<file path="src/wsd_pkg.sv">
`timescale 1ns / 1ps
// Shared types, constants and reset values for the multi-strand LED driver.
package wsd_pkg;

    localparam int MAX_STRANDS    = 3;
    localparam int STRANDS_DEF    = 3;
    localparam int PIXELS_DEF     = 8;
    localparam int BITS_PER_PIXEL = 24;
    localparam int BIT_POS_W      = 5;

    localparam int FUNC_W   = 1;
    localparam int STRAND_W = 2;
    localparam int PIXEL_W  = 3;
    localparam int BYTE_W   = 8;
    localparam int PIX_DATA_W = 3 * BYTE_W;
    localparam int MASK_W   = 3;

    localparam int TICK_W     = 16;
    localparam int CFG_IDX_W  = 2;
    localparam int CFG_DATA_W = 16;

    localparam logic [7:0]  ZERO_HIGH_RST = 8'd20;
    localparam logic [7:0]  ONE_HIGH_RST  = 8'd40;
    localparam logic [7:0]  PERIOD_RST    = 8'd63;
    localparam logic [15:0] LATCH_RST     = 16'd2500;

    typedef enum logic [CFG_IDX_W-1:0] {
        CFG_ZERO_HIGH = 2'd0,
        CFG_ONE_HIGH  = 2'd1,
        CFG_PERIOD    = 2'd2,
        CFG_LATCH     = 2'd3
    } t_cfg_idx;

    typedef enum logic [FUNC_W-1:0] {
        FUNC_TICK  = 1'b0,
        FUNC_WRITE = 1'b1
    } t_func;

    typedef enum logic [2:0] {
        PH_IDLE  = 3'b001,
        PH_SEND  = 3'b010,
        PH_LATCH = 3'b100
    } t_phase;

    typedef struct packed {
        logic [7:0]  zero_high;
        logic [7:0]  one_high;
        logic [7:0]  period;
        logic [15:0] latch;
    } t_cfg;

    // per-strand control from the top level
    typedef struct packed {
        logic tick;  // one time tick
        logic wr;    // pixel write to this strand
        logic clr;   // clearing-pass write of zero
    } t_strand_ctl;

    // per-strand status for the word being processed
    typedef struct packed {
        logic level;
        logic busy;
        logic done;
    } t_strand_sts;

    typedef struct packed {
        logic [FUNC_W-1:0]   func;
        logic [STRAND_W-1:0] strand;
        logic [PIXEL_W-1:0]  pixel;
        logic [BYTE_W-1:0]   first_byte;
        logic [BYTE_W-1:0]   second_byte;
        logic [BYTE_W-1:0]   third_byte;
    } t_in_word;

    typedef struct packed {
        logic [MASK_W-1:0] line_levels;
        logic [MASK_W-1:0] busy_mask;
        logic [MASK_W-1:0] done_mask;
    } t_out_word;

endpackage

</file>
<file path="src/wsd_if.sv">
`timescale 1ns / 1ps
// Valid/ready channel interfaces for input words and result words.
interface wsd_in_if;
    logic                           valid;
    logic                           ready;
    logic [wsd_pkg::FUNC_W-1:0]     func;
    logic [wsd_pkg::STRAND_W-1:0]   strand;
    logic [wsd_pkg::PIXEL_W-1:0]    pixel;
    logic [wsd_pkg::BYTE_W-1:0]     first_byte;
    logic [wsd_pkg::BYTE_W-1:0]     second_byte;
    logic [wsd_pkg::BYTE_W-1:0]     third_byte;

    modport source (output valid, func, strand, pixel, first_byte, second_byte, third_byte,
                    input ready);
    modport sink   (input valid, func, strand, pixel, first_byte, second_byte, third_byte,
                    output ready);
endinterface

interface wsd_out_if;
    logic                           valid;
    logic                           ready;
    logic [wsd_pkg::MASK_W-1:0]     line_levels;
    logic [wsd_pkg::MASK_W-1:0]     busy_mask;
    logic [wsd_pkg::MASK_W-1:0]     done_mask;

    modport source (output valid, line_levels, busy_mask, done_mask, input ready);
    modport sink   (input valid, line_levels, busy_mask, done_mask, output ready);
endinterface

</file>
<file path="src/wsd_strand.sv">
`timescale 1ns / 1ps
// One strand: pixel memory, bit/pixel sequencing and pulse timing.
module wsd_strand #(
    parameter int PIXELS = wsd_pkg::PIXELS_DEF
) (
    input  logic                           i_clk,
    input  logic                           i_rst_n,
    input  wsd_pkg::t_cfg                  i_cfg,
    input  wsd_pkg::t_strand_ctl           i_ctl,
    input  logic [$clog2(PIXELS)-1:0]      i_addr,
    input  logic [wsd_pkg::PIX_DATA_W-1:0] i_data,
    output wsd_pkg::t_strand_sts           o_sts
);
    localparam int PW = $clog2(PIXELS);
    localparam logic [PW-1:0] LAST_PIX = PW'(PIXELS - 1);
    localparam logic [wsd_pkg::BIT_POS_W-1:0] LAST_BIT =
        wsd_pkg::BIT_POS_W'(wsd_pkg::BITS_PER_PIXEL - 1);

    logic [wsd_pkg::PIX_DATA_W-1:0] mem [PIXELS];
    logic [wsd_pkg::PIX_DATA_W-1:0] r_rd;

    wsd_pkg::t_phase                r_phase, n_phase;
    logic [PW-1:0]                  r_pos, n_pos;
    logic [wsd_pkg::BIT_POS_W-1:0]  r_bitpos, n_bitpos;
    logic [wsd_pkg::TICK_W-1:0]     r_tick, n_tick;
    logic                           r_resend, n_resend;

    logic                           cur_bit;
    logic [7:0]                     high;
    logic [7:0]                     period;
    logic [wsd_pkg::TICK_W-1:0]     latch;
    logic [wsd_pkg::TICK_W:0]       tick_inc;
    logic                           mem_we;
    logic                           level;
    logic                           done;

    assign cur_bit  = r_rd[LAST_BIT - r_bitpos];
    assign high     = cur_bit ? i_cfg.one_high : i_cfg.zero_high;
    assign period   = (i_cfg.period == 8'd0) ? 8'd1 : i_cfg.period;
    assign latch    = (i_cfg.latch == 16'd0) ? 16'd1 : i_cfg.latch;
    assign tick_inc = {1'b0, r_tick} + 17'd1;
    assign mem_we   = i_ctl.wr | i_ctl.clr;

    always_comb begin
        n_phase  = r_phase;
        n_pos    = r_pos;
        n_bitpos = r_bitpos;
        n_tick   = r_tick;
        n_resend = r_resend;
        level    = 1'b0;
        done     = 1'b0;
        if (i_ctl.wr) begin
            if (r_phase == wsd_pkg::PH_IDLE) begin
                n_phase  = wsd_pkg::PH_SEND;
                n_pos    = '0;
                n_bitpos = '0;
                n_tick   = '0;
            end else begin
                n_resend = 1'b1;
            end
        end else if (i_ctl.tick) begin
            unique case (r_phase)
                wsd_pkg::PH_SEND: begin
                    level  = (r_tick < {8'd0, high});
                    n_tick = tick_inc[wsd_pkg::TICK_W-1:0];
                    if (tick_inc >= {9'd0, period}) begin
                        n_tick = '0;
                        if (r_bitpos == LAST_BIT) begin
                            n_bitpos = '0;
                            if (r_pos == LAST_PIX) begin
                                n_pos   = '0;
                                n_phase = wsd_pkg::PH_LATCH;
                            end else begin
                                n_pos = r_pos + PW'(1);
                            end
                        end else begin
                            n_bitpos = r_bitpos + wsd_pkg::BIT_POS_W'(1);
                        end
                    end
                end
                wsd_pkg::PH_LATCH: begin
                    n_tick = tick_inc[wsd_pkg::TICK_W-1:0];
                    if (tick_inc >= {1'b0, latch}) begin
                        done   = 1'b1;
                        n_tick = '0;
                        if (r_resend) begin
                            n_resend = 1'b0;
                            n_phase  = wsd_pkg::PH_SEND;
                            n_pos    = '0;
                            n_bitpos = '0;
                        end else begin
                            n_phase = wsd_pkg::PH_IDLE;
                        end
                    end
                end
                wsd_pkg::PH_IDLE: begin
                    n_phase = wsd_pkg::PH_IDLE;
                end
                default: begin
                    n_phase = wsd_pkg::PH_IDLE;
                end
            endcase
        end
    end

    assign o_sts.level = level;
    assign o_sts.busy  = (n_phase != wsd_pkg::PH_IDLE);
    assign o_sts.done  = done;

    always_ff @(posedge i_clk) begin
        if (!i_rst_n) begin
            r_phase  <= wsd_pkg::PH_IDLE;
            r_pos    <= '0;
            r_bitpos <= '0;
            r_tick   <= '0;
            r_resend <= 1'b0;
        end else begin
            r_phase  <= n_phase;
            r_pos    <= n_pos;
            r_bitpos <= n_bitpos;
            r_tick   <= n_tick;
            r_resend <= n_resend;
        end
    end

    // pixel memory; read data tracks the next pixel position, with write bypass
    always_ff @(posedge i_clk) begin
        if (mem_we) begin
            mem[i_addr] <= i_data;
        end
        if (mem_we && (i_addr == n_pos)) begin
            r_rd <= i_data;
        end else begin
            r_rd <= mem[n_pos];
        end
    end

`ifndef ASSERT_OFF
    a_done_from_latch: assert property (@(posedge i_clk) disable iff (!i_rst_n)
        o_sts.done |-> (i_ctl.tick && r_phase == wsd_pkg::PH_LATCH))
        else $error("strand done outside latch phase");
    a_bitpos_range: assert property (@(posedge i_clk) disable iff (!i_rst_n)
        r_bitpos <= LAST_BIT)
        else $error("bit position past last bit");
    a_send_tick_range: assert property (@(posedge i_clk) disable iff (!i_rst_n)
        (r_phase == wsd_pkg::PH_SEND) |-> (r_tick < 16'd255))
        else $error("send tick count past bit period");
`endif

endmodule

</file>
<file path="src/ws2812_multi_strand_driver_core.sv">
`timescale 1ns / 1ps
// Top level of the multi-strand single-wire LED driver.
//
//  channel   | dir | handshake           | word contents
//  ----------+-----+---------------------+------------------------------------------
//  i_word    | in  | valid/ready         | func, strand, pixel, three colour bytes
//  o_result  | out | valid/ready         | line_levels, busy_mask, done_mask
//  i_cfg_*   | in  | write enable only   | register index, 16-bit data
//
//  One word per cycle while results drain: a word sits in the input register, the strand
//  sequencers step it, and its result lands in the output register.
//  The output register is loaded when the word is stepped and stays valid until taken.
//  After reset a clearing pass zeroes every pixel of the pixel memories;
//  i_word.ready stays low during it, config writes are taken as usual.
//  A stalled result holds the output register; the input register still takes
//  a word if it is empty, then ready drops until the result drains.
module ws2812_multi_strand_driver_core #(
    parameter int STRANDS = wsd_pkg::STRANDS_DEF,
    parameter int PIXELS  = wsd_pkg::PIXELS_DEF
) (
    input  logic                           i_clk,
    input  logic                           i_rst_n,
    wsd_in_if.sink                         i_word,
    wsd_out_if.source                      o_result,
    input  logic                           i_cfg_we,
    input  logic [wsd_pkg::CFG_IDX_W-1:0]  i_cfg_idx,
    input  logic [wsd_pkg::CFG_DATA_W-1:0] i_cfg_data
);
    localparam int PW = $clog2(PIXELS);
    localparam logic [PW-1:0] LAST_PIX = PW'(PIXELS - 1);

    // config registers
    wsd_pkg::t_cfg     r_cfg;

    // clearing pass after reset
    logic              r_clearing;
    logic [PW-1:0]     r_clr_cnt;

    // input register
    logic              r_in_vld;
    wsd_pkg::t_in_word r_in;

    // result register
    logic               r_out_vld;
    wsd_pkg::t_out_word r_out;
    wsd_pkg::t_out_word n_out;

    logic              fire;
    logic              in_take;
    logic              is_write;
    logic              pix_ok;
    logic [PW-1:0]     mem_addr;
    logic [wsd_pkg::PIX_DATA_W-1:0] mem_data;

    wsd_pkg::t_strand_ctl ctl [wsd_pkg::MAX_STRANDS];
    wsd_pkg::t_strand_sts sts [wsd_pkg::MAX_STRANDS];

    // the word in the input register is stepped when the result slot is free
    assign fire     = r_in_vld && (!r_out_vld || o_result.ready);
    assign in_take  = i_word.valid && i_word.ready;
    assign is_write = (r_in.func == wsd_pkg::FUNC_WRITE);
    assign pix_ok   = (32'(r_in.pixel) < 32'(PIXELS));

    assign i_word.ready = !r_clearing && (!r_in_vld || fire);

    // clearing pass and pixel writes share the memory write port
    assign mem_addr = r_clearing ? r_clr_cnt : PW'(r_in.pixel);
    assign mem_data = r_clearing ? '0 : {r_in.first_byte, r_in.second_byte, r_in.third_byte};

    genvar s;
    generate
        for (s = 0; s < wsd_pkg::MAX_STRANDS; s++) begin : g_strand
            if (s < STRANDS) begin : g_on
                assign ctl[s].tick = fire && !is_write;
                assign ctl[s].wr   = fire && is_write && pix_ok &&
                                     (r_in.strand == wsd_pkg::STRAND_W'(s));
                assign ctl[s].clr  = r_clearing;

                wsd_strand #(
                    .PIXELS (PIXELS)
                ) u_strand (
                    .i_clk   (i_clk),
                    .i_rst_n (i_rst_n),
                    .i_cfg   (r_cfg),
                    .i_ctl   (ctl[s]),
                    .i_addr  (mem_addr),
                    .i_data  (mem_data),
                    .o_sts   (sts[s])
                );
            end else begin : g_off
                assign ctl[s] = '0;
                assign sts[s] = '0;
            end
        end
    endgenerate

    always_comb begin
        for (int k = 0; k < wsd_pkg::MAX_STRANDS; k++) begin
            n_out.line_levels[k] = sts[k].level;
            n_out.busy_mask[k]   = sts[k].busy;
            n_out.done_mask[k]   = sts[k].done;
        end
    end

    always_ff @(posedge i_clk) begin
        if (!i_rst_n) begin
            r_cfg.zero_high <= wsd_pkg::ZERO_HIGH_RST;
            r_cfg.one_high  <= wsd_pkg::ONE_HIGH_RST;
            r_cfg.period    <= wsd_pkg::PERIOD_RST;
            r_cfg.latch     <= wsd_pkg::LATCH_RST;
        end else if (i_cfg_we) begin
            unique case (wsd_pkg::t_cfg_idx'(i_cfg_idx))
                wsd_pkg::CFG_ZERO_HIGH: r_cfg.zero_high <= i_cfg_data[7:0];
                wsd_pkg::CFG_ONE_HIGH:  r_cfg.one_high  <= i_cfg_data[7:0];
                wsd_pkg::CFG_PERIOD:    r_cfg.period    <= i_cfg_data[7:0];
                wsd_pkg::CFG_LATCH:     r_cfg.latch     <= i_cfg_data;
                default:                r_cfg           <= r_cfg;
            endcase
        end
    end

    always_ff @(posedge i_clk) begin
        if (!i_rst_n) begin
            r_clearing <= 1'b1;
            r_clr_cnt  <= '0;
        end else if (r_clearing) begin
            if (r_clr_cnt == LAST_PIX) begin
                r_clearing <= 1'b0;
            end
            r_clr_cnt <= r_clr_cnt + PW'(1);
        end
    end

    always_ff @(posedge i_clk) begin
        if (!i_rst_n) begin
            r_in_vld <= 1'b0;
        end else if (in_take) begin
            r_in_vld <= 1'b1;
        end else if (fire) begin
            r_in_vld <= 1'b0;
        end
    end

    always_ff @(posedge i_clk) begin
        if (in_take) begin
            r_in.func        <= i_word.func;
            r_in.strand      <= i_word.strand;
            r_in.pixel       <= i_word.pixel;
            r_in.first_byte  <= i_word.first_byte;
            r_in.second_byte <= i_word.second_byte;
            r_in.third_byte  <= i_word.third_byte;
        end
    end

    always_ff @(posedge i_clk) begin
        if (!i_rst_n) begin
            r_out_vld <= 1'b0;
        end else if (fire) begin
            r_out_vld <= 1'b1;
        end else if (o_result.ready) begin
            r_out_vld <= 1'b0;
        end
    end

    always_ff @(posedge i_clk) begin
        if (fire) begin
            r_out <= n_out;
        end
    end

    assign o_result.valid       = r_out_vld;
    assign o_result.line_levels = r_out.line_levels;
    assign o_result.busy_mask   = r_out.busy_mask;
    assign o_result.done_mask   = r_out.done_mask;

`ifndef ASSERT_OFF
    a_no_take_in_clear: assert property (@(posedge i_clk) disable iff (!i_rst_n)
        r_clearing |-> !i_word.ready)
        else $error("word accepted during clearing pass");
    a_fire_loads_result: assert property (@(posedge i_clk) disable iff (!i_rst_n)
        fire |=> r_out_vld)
        else $error("stepped word left no result");
    a_no_fire_in_clear: assert property (@(posedge i_clk) disable iff (!i_rst_n)
        r_clearing |-> !r_in_vld)
        else $error("word held in input register during clearing pass");
`endif

endmodule
</file>
<file path="src/flat_wrapper.sv">
// flat-port wrapper written by rule: the top's interface ports become plain ports
module ws2812_multi_strand_driver_core_flat 
#(
    parameter int STRANDS = wsd_pkg::STRANDS_DEF,
    parameter int PIXELS  = wsd_pkg::PIXELS_DEF
)
  (i_clk, i_rst_n, i_cfg_we, i_cfg_idx, i_cfg_data, i_word_valid, i_word_func, i_word_strand, i_word_pixel, i_word_first_byte, i_word_second_byte, i_word_third_byte, i_word_ready, o_result_valid, o_result_line_levels, o_result_busy_mask, o_result_done_mask, o_result_ready);
  wsd_in_if i_word_i ();
  wsd_out_if o_result_i ();
  input  logic i_clk;
  input  logic i_rst_n;
  input  logic i_cfg_we;
  input  logic [wsd_pkg::CFG_IDX_W-1:0] i_cfg_idx;
  input  logic [wsd_pkg::CFG_DATA_W-1:0] i_cfg_data;
  input wire logic [$bits(i_word_i.valid)-1:0] i_word_valid;
  input wire logic [$bits(i_word_i.func)-1:0] i_word_func;
  input wire logic [$bits(i_word_i.strand)-1:0] i_word_strand;
  input wire logic [$bits(i_word_i.pixel)-1:0] i_word_pixel;
  input wire logic [$bits(i_word_i.first_byte)-1:0] i_word_first_byte;
  input wire logic [$bits(i_word_i.second_byte)-1:0] i_word_second_byte;
  input wire logic [$bits(i_word_i.third_byte)-1:0] i_word_third_byte;
  output wire logic [$bits(i_word_i.ready)-1:0] i_word_ready;
  output wire logic [$bits(o_result_i.valid)-1:0] o_result_valid;
  output wire logic [$bits(o_result_i.line_levels)-1:0] o_result_line_levels;
  output wire logic [$bits(o_result_i.busy_mask)-1:0] o_result_busy_mask;
  output wire logic [$bits(o_result_i.done_mask)-1:0] o_result_done_mask;
  input wire logic [$bits(o_result_i.ready)-1:0] o_result_ready;
  assign i_word_i.valid = i_word_valid;
  assign i_word_i.func = i_word_func;
  assign i_word_i.strand = i_word_strand;
  assign i_word_i.pixel = i_word_pixel;
  assign i_word_i.first_byte = i_word_first_byte;
  assign i_word_i.second_byte = i_word_second_byte;
  assign i_word_i.third_byte = i_word_third_byte;
  assign i_word_ready = i_word_i.ready;
  assign o_result_valid = o_result_i.valid;
  assign o_result_line_levels = o_result_i.line_levels;
  assign o_result_busy_mask = o_result_i.busy_mask;
  assign o_result_done_mask = o_result_i.done_mask;
  assign o_result_i.ready = o_result_ready;
  ws2812_multi_strand_driver_core #(.STRANDS(STRANDS), .PIXELS(PIXELS)) u_core (.i_clk(i_clk), .i_rst_n(i_rst_n), .i_word(i_word_i), .o_result(o_result_i), .i_cfg_we(i_cfg_we), .i_cfg_idx(i_cfg_idx), .i_cfg_data(i_cfg_data));
endmodule
</file>
<file path="config.mk">
export PLATFORM = sky130hd
export DESIGN_NAME = ws2812_multi_strand_driver_core_flat
export DESIGN_NICKNAME = d
export VERILOG_FILES = /design/src/wsd_pkg.sv /design/src/wsd_if.sv /design/src/wsd_strand.sv /design/src/ws2812_multi_strand_driver_core.sv /design/src/flat_wrapper.sv
export SDC_FILE = /design/constraint.sdc
export NUM_CORES = 1
export LEC_CHECK = 0
export ABC_AREA = 1
export BUFFER_PORTS_ARGS = -buffer_cell sky130_fd_sc_hd__buf_2
export CAP_MARGIN = 20
export CORE_ASPECT_RATIO = 0.6
export CORE_MARGIN = 10
export CORE_UTILIZATION = 48
export DETAILED_ROUTE_END_ITERATION = 8
export HOLD_SLACK_MARGIN = 0.06
export PLACE_DENSITY = 0.61
export SLEW_MARGIN = 15
export SYNTH_ARGS = -nofsm -noshare
export SYNTH_HDL_FRONTEND = slang
export SYNTH_SLANG_ARGS = --single-unit
</file>
<file path="constraint.sdc">
create_clock -name i_clk -period 5 [get_ports i_clk]
set_clock_uncertainty 0.05 [all_clocks]
set_input_delay 0.5 -clock i_clk [delete_from_list [all_inputs] [get_ports i_clk]]
set_output_delay 0.5 -clock i_clk [all_outputs]
set_load 0.02 [all_outputs]
</file>
-- Yosys cells after proc, flatten, opt, wreduce, memory -nomap -nowiden
Memories as Yosys holds them, arrays and structs flattened. A register that Yosys moved wholly into a read port is not among the register bits.
Index checks and enable logic that the tools add are counted.
- RAM bits: 576
- input bits: 53
- register bits: 169
- memories kept: 3
- memories (memory ; depth ; bits a word ; rd ports ; clocked after memory_dff ; wr ports ; RTL line ; source):
    u_core.g_strand[0].g_on.u_strand.mem ; 8 ; 24 ; 1 ; 1 ; 1 ; wsd_strand.sv:19 ; logic [wsd_pkg::PIX_DATA_W-1:0] mem [PIXELS];
    u_core.g_strand[1].g_on.u_strand.mem ; 8 ; 24 ; 1 ; 1 ; 1 ; wsd_strand.sv:19 ;
    u_core.g_strand[2].g_on.u_strand.mem ; 8 ; 24 ; 1 ; 1 ; 1 ; wsd_strand.sv:19 ;
- muxes and demuxes: 139
- reduce and logical (&&, ||, !) cells: 51
- eq/ne operators: 39
- bitwise gates (word level): 10
- magnitude comparators: 12
- add/sub/neg operators: 13
- operator list (operator ; count):
    16-bit 2-to-1 mux ; 16
    3-bit 2-to-1 mux ; 46
    5-bit 2-to-1 mux ; 21
    16-bit one-hot mux with 2 select lines ; 3
    16-bit by 1-bit adder with 17-bit output (second input constant) ; 3
    17-bit by 16-bit >= comparator with 1-bit output ; 3
    17-bit by 8-bit >= comparator with 1-bit output ; 3
    16-bit by 8-bit less-than comparator with 1-bit output ; 3
    3-bit one-hot mux with 2 select lines ; 6
    1-bit 2-to-1 mux ; 33
    8-bit 2-to-1 mux ; 4
    5-bit one-hot mux with 2 select lines ; 3
    3-bit != test (second input constant) ; 9
    24-bit 2-to-1 mux ; 1
    2-bit nonzero test ; 11
    3-bit equality test (second input constant) ; 7
    5-bit by 6-bit less-than comparator with 1-bit output (second input constant) ; 3
    6-bit AND reduction ; 3
    3-bit OR reduction ; 6
    16-bit zero test ; 1
    5-bit by 1-bit adder with 5-bit output (second input constant) ; 3
    1-bit binary-select mux with 5-bit select ; 3
    5-bit equality test (second input constant) ; 3
    5-bit subtractor (first input constant) ; 3
    other kinds (20) ; 67

-- Longest topological paths before layout
- depth after elaboration: 8
- gate-level depth with buffers: 23
- gate-level depth less buffers: 23

-- By module
From an unflattened synthesis, not the netlist that was laid out.
- cells, all modules: 3626
- area, all modules: 35114.9 sq um
- by module, submodules not included (module ; times used ; cells each ; sequential area each (sq um) ; area each (sq um)):
    wsd_strand (u_core.g_strand[2].g_on.u_strand) ; 1 ; 1097 ; 6386.1 ; 10662.7
    wsd_strand (u_core.g_strand[1].g_on.u_strand) ; 1 ; 1092 ; 6386.1 ; 10622.7
    wsd_strand (u_core.g_strand[0].g_on.u_strand) ; 1 ; 1064 ; 6386.1 ; 10528.8
    ws2812_multi_strand_driver_core ; 1 ; 373 ; 2092.0 ; 3300.7

-- Least setup slack after synthesis
No wires, ideal clock.
- kind: register to register
- from: register u_core.g_strand[0].g_on.u_strand.r_tick[0] (netlist name)
- to: register u_core.r_out, in the netlist u_core.o_result.busy_mask[0] (data pin)
- path slack: 1845 ps
- setup time: 252 ps
- data arrival time: 2853 ps
- cell stages (with the launch flop): 24
- path through: dfxtp_1 > ha_1 > nand4_2 > nor2_1 > nand3b_1 > nor2_2 > xor2_1 > inv_1 > ha_1 > nand2_1 > inv_1 > nand3_1 > nor4_1 > nand3_1 > o211ai_1 > inv_2 > nand2_1 > inv_1 > nand2_1 > nand2_1 > o21ai_1 > nand2_1 > inv_1 > nand2_1
- RTL lines (element ; RTL line ; source):
    start, declared ; wsd_strand.sv:25 ; logic [wsd_pkg::TICK_W-1:0] r_tick, n_tick;
    start signal, assigned ; wsd_strand.sv:121 ; r_tick <= n_tick;
    end signal, assigned ; ws2812_multi_strand_driver_core.sv:167 ; r_out <= n_out;
    end, declared ; ws2812_multi_strand_driver_core.sv:45 ; wsd_pkg::t_out_word r_out;

==> results.md <==
* Outcome: completed
* Die Area at just over 0.08 mm2
* Total gr overflow at 0
* Final instance area at 0.0386 mm2
* IO buf count at 63
* Register cell area after layout at approximately 0.021 mm2
* Post-Syn Nets at about 3600
* Crit path launch type: flop
* Hold-fix buffers, CTS at 32
* Final worst-path cycle share at 84.5%
* YS warnings at 0
* Largest net degree at the start of global routing at 97
* Relative slew slack at approximately 28%
* CTS clk-pin slew, worst paths at roughly 70 ps
* CTS tree: built
* Fill cells at 6036
* Complex-gate fraction of the synthesized area at 4.70%
* CP most frequent cell: nand2_1
* Seq/Total Area, Yosys at slightly above 60%
* Clock insertion delay at the later pin of the skew report at 630 ps
* Final ANT Viol Nets at 0
* Post-synth EDFFs at between 600 and 700
* First-pass GRT wire length at roughly 150 mm
* Achievable Freq at 237 MHz
* Final setup margin at ~770 ps
* Dpl cells at about 4400
* Layout Cells excl Fill at about 4500
* Critical Path, Cell by Cell: buf_4 -> nand2_1 -> nand3_1 -> nand2_1 -> a21oi_1 -> o31ai_1 -> nand2_1 -> o211ai_1 -> nand2_1 -> nand2_1 -> nand2_2 -> mux2i_1 -> ha_1 -> a2111oi_0 -> o2111ai_1 -> a21oi_1
* Cell Rows at 75
* # IOs at 64
* Postcts setup bufs at 0
* Unique masters post-synth at between 50 and 60
* Initial antenna violation count at 6
* WS Path Type: reg2reg
* Synthesis-to-finish area growth at 12.5%
* Hpwl dp at around 64 mm
* Worst setup EP type: flop
* Gr usage total at approximately a quarter
* Vias at roughly 26000
* DR iter-0 viols at 2969
* Setup violators final at 0
* Synthesized cell area at roughly 0.034 mm2
* Worst endpoint required time at around 5400 ps
* Clock Path Buffers at 3
* CP bufs+invs at 1
* Clock sink total at around 750
* Pre-antenna DRT Iters at 6
* Syn Area/Cell at 9.98 um2
* Post-Synth Adder-Cell Area at approximately 3.9%
* Worst Tran Pin Value at 1070 ps
* Ranking of synthesized cells by area: edfxtp_1, nand2_1, nand3_1
* Synth top area share at 53.9%
* Number of global-route vias before repair at 24100
* Commonest cells post-synth: nand2_1, edfxtp_1, nand3_1
* Multiplexer share of the synthesized area at less than 1%
* Max Transition Viols Final at 0
* Place WS at 939 ps
* Power, Total at 13.1 mW
* Async SR Flop Fraction at 0%
* Min cycle time layout at approximately 4200 ps
* Drt total wl at approximately 100 mm
* Final Wtd Congestion at about 0.96
* VDD IR max at ~0.23 mV
* Core Area at ~0.070 mm2
* Max cap viols at 0
* Chip width at around 360 um
* Area after DPL at ~0.036 mm2
* Drt wl/cell at ~22 um
* Initial core utilization at a little under 50%
* Multi-input logic area at ~0.012 mm2
* Simple-Gate Fraction of Synth Area at a little under a quarter
* RSZ-0062 raised after global routing: false
* PwrDens at between 300 and 400 mW/mm2
* Arr. time, crit path at between 4000 and 5000 ps
* # DRC at 0
* Largest area contributor in the netlist: edfxtp_1
* Nets at 3706
* Crit-path max FO at 96
* Clock root buffer: clkbuf_16
* Critical path's largest stage delay at approximately 800 ps
* Final hold vios at 0
* Synth Register Bits at roughly 750
* Post-synth top flop: edfxtp_1
* Post-Synth XOR/XNOR Area at less than 1%
* Count leader, synth: nand2_1
* Setup TNS at 0 ps
* Post-cts resize count at 0
* Fraction of layout cells with a size suffix above 1 at around 10%
* CTS buffer count at just over 70
* Hold Path Class: in2reg
* Synthesized instance count at around 3400
* H-tree depth at 3
* Slowest cell on the critical path: buf_4
* Cell family with the largest share of critical-path delay: compound AO/OA/AOI/OAI gates
* DR vias/cell at between 5 and 6
* Leakage at between 15 and 20 nW
* Largest family of logic cells by synthesized area: simple AND/OR/NAND/NOR gates
* Die H at around 230 um
==> cell usage in the layout, fill, tap and decap left out, types with 21 or more instances in the layout <==
| master | netlist | routed |
|---|---|---|
| nor2_2 | 11 | 38 |
| dfxtp_1 | 139 | 133 |
| ha_1 | 107 | 107 |
| buf_4 | 0 | 85 |
| nand3_1 | 576 | 576 |
| edfxtp_1 | 615 | 615 |
| inv_1 | 206 | 206 |
| nand4_1 | 24 | 24 |
| clkbuf_1 | 100 | 22 |
| inv_2 | 21 | 21 |
| mux2i_1 | 22 | 22 |
| clkbuf_16 | 0 | 73 |
| nor3_1 | 35 | 35 |
| xor2_1 | 30 | 30 |
| nor2_1 | 195 | 163 |
| nand2_1 | 960 | 960 |
| buf_2 | 33 | 63 |
| a21oi_1 | 138 | 138 |
| dlygate4sd3_1 | 0 | 32 |
| o21ai_0 | 84 | 82 |
==> report_power, final <==
part           internal (mW)  switching, mW  leakage, nW
logic                  0.212          0.509         6.81
registers               6.99         0.0659         7.40
clock network           2.98           2.35         1.09
total                   10.2           2.93         15.3
==> worst register-to-register path, stage by stage, from the launching register on <==
cell and delay, ps:
dfxtp_2 330, buf_4 800, nand2_1 170, nand3_1 130, nand2_1 80, a21oi_1 130, o31ai_1 110, nand2_1 100
o211ai_1 140, nand2_1 130, nand2_1 110, nand2_2 240, mux2i_1 230, ha_1 260, a2111oi_0 590, o2111ai_1 210
a21oi_1 230
==> metrics by stage <==
step	hold slack [ps]	util, %
after floorplan	381	-
after global placement	392	51.1
after global routing	90.9	54.9
final	99.4	54.9
after detailed placement	399	51.1
after CTS	71.5	54.8
==> per-layer routing <==
layer | vias up | GRT usage [%] | routed length (um)
met2 | 1184 | 31.2 | 38800
met1 | 12500 | 37.9 | 47400
met5 | - | 0 | 0
met4 | 0 | 5.86 | 1830
li1 | 12100 | - | -
met3 | 132 | 5.17 | 10500
==> final timing paths <==
kind | endpoint | slack (ps) | startpoint | cells after the start
min | u_core.r_cfg[34] | 100 | i_cfg_data[2] | 3
min reg2reg | u_core.r_cfg[16] | 420 | u_core.r_cfg[16] | 2
max reg2reg | u_core.o_result.line_levels[0] | 770 | flop | 16
max | u_core.o_result.line_levels[0] | 770 | flop | 16
==> sequential cells by signal (all words and copies together), names as in the netlist, named ones only <==
signal and flops:
u_core.r_cfg 40, u_core.g_strand.g_on.u_strand.r_phase 9, u_core.is_write 1, u_core.g_strand.g_on.u_strand.r_bitpos 15, u_core.o_result.line_levels 3, u_core.g_strand.g_on.u_strand.mem 576
u_core.g_strand.g_on.u_strand.r_tick 48, u_core.r_in 29, u_core.r_in_vld 1, u_core.g_strand.g_on.u_strand.r_resend 3, u_core.r_clr_cnt 3, u_core.r_clearing 1
u_core.o_result.valid 1, u_core.o_result.done_mask 3, u_core.o_result.busy_mask 3, u_core.g_strand.g_on.u_strand.r_pos 9
==> cell type report <==
class / count / area share [%]
diodes: 2 / 0.0130
clock buffers: 100 / 5.13
clock inverters: 29 / 0.714
inverters: 234 / 2.28
multi-input cells: 2298 / 30.2
flip-flops and latches: 754 / 55.1
well taps: 924 / 3.00
repair buffers: 186 / 3.56
==> logic make-up (layout without fill, tap and decap cells) <==
kind of cell / after synthesis / in the layout
mux: 22 / 22
other cells: 0 / 2
xor+xnor: 36 / 36
buf+inv: 382 / 549
fa+ha+maj: 107 / 107
compound gates: 283 / 283
simple gates: 1850 / 1850
flops: 754 / 754
Note: power is estimated with default switching activity, not from simulation.
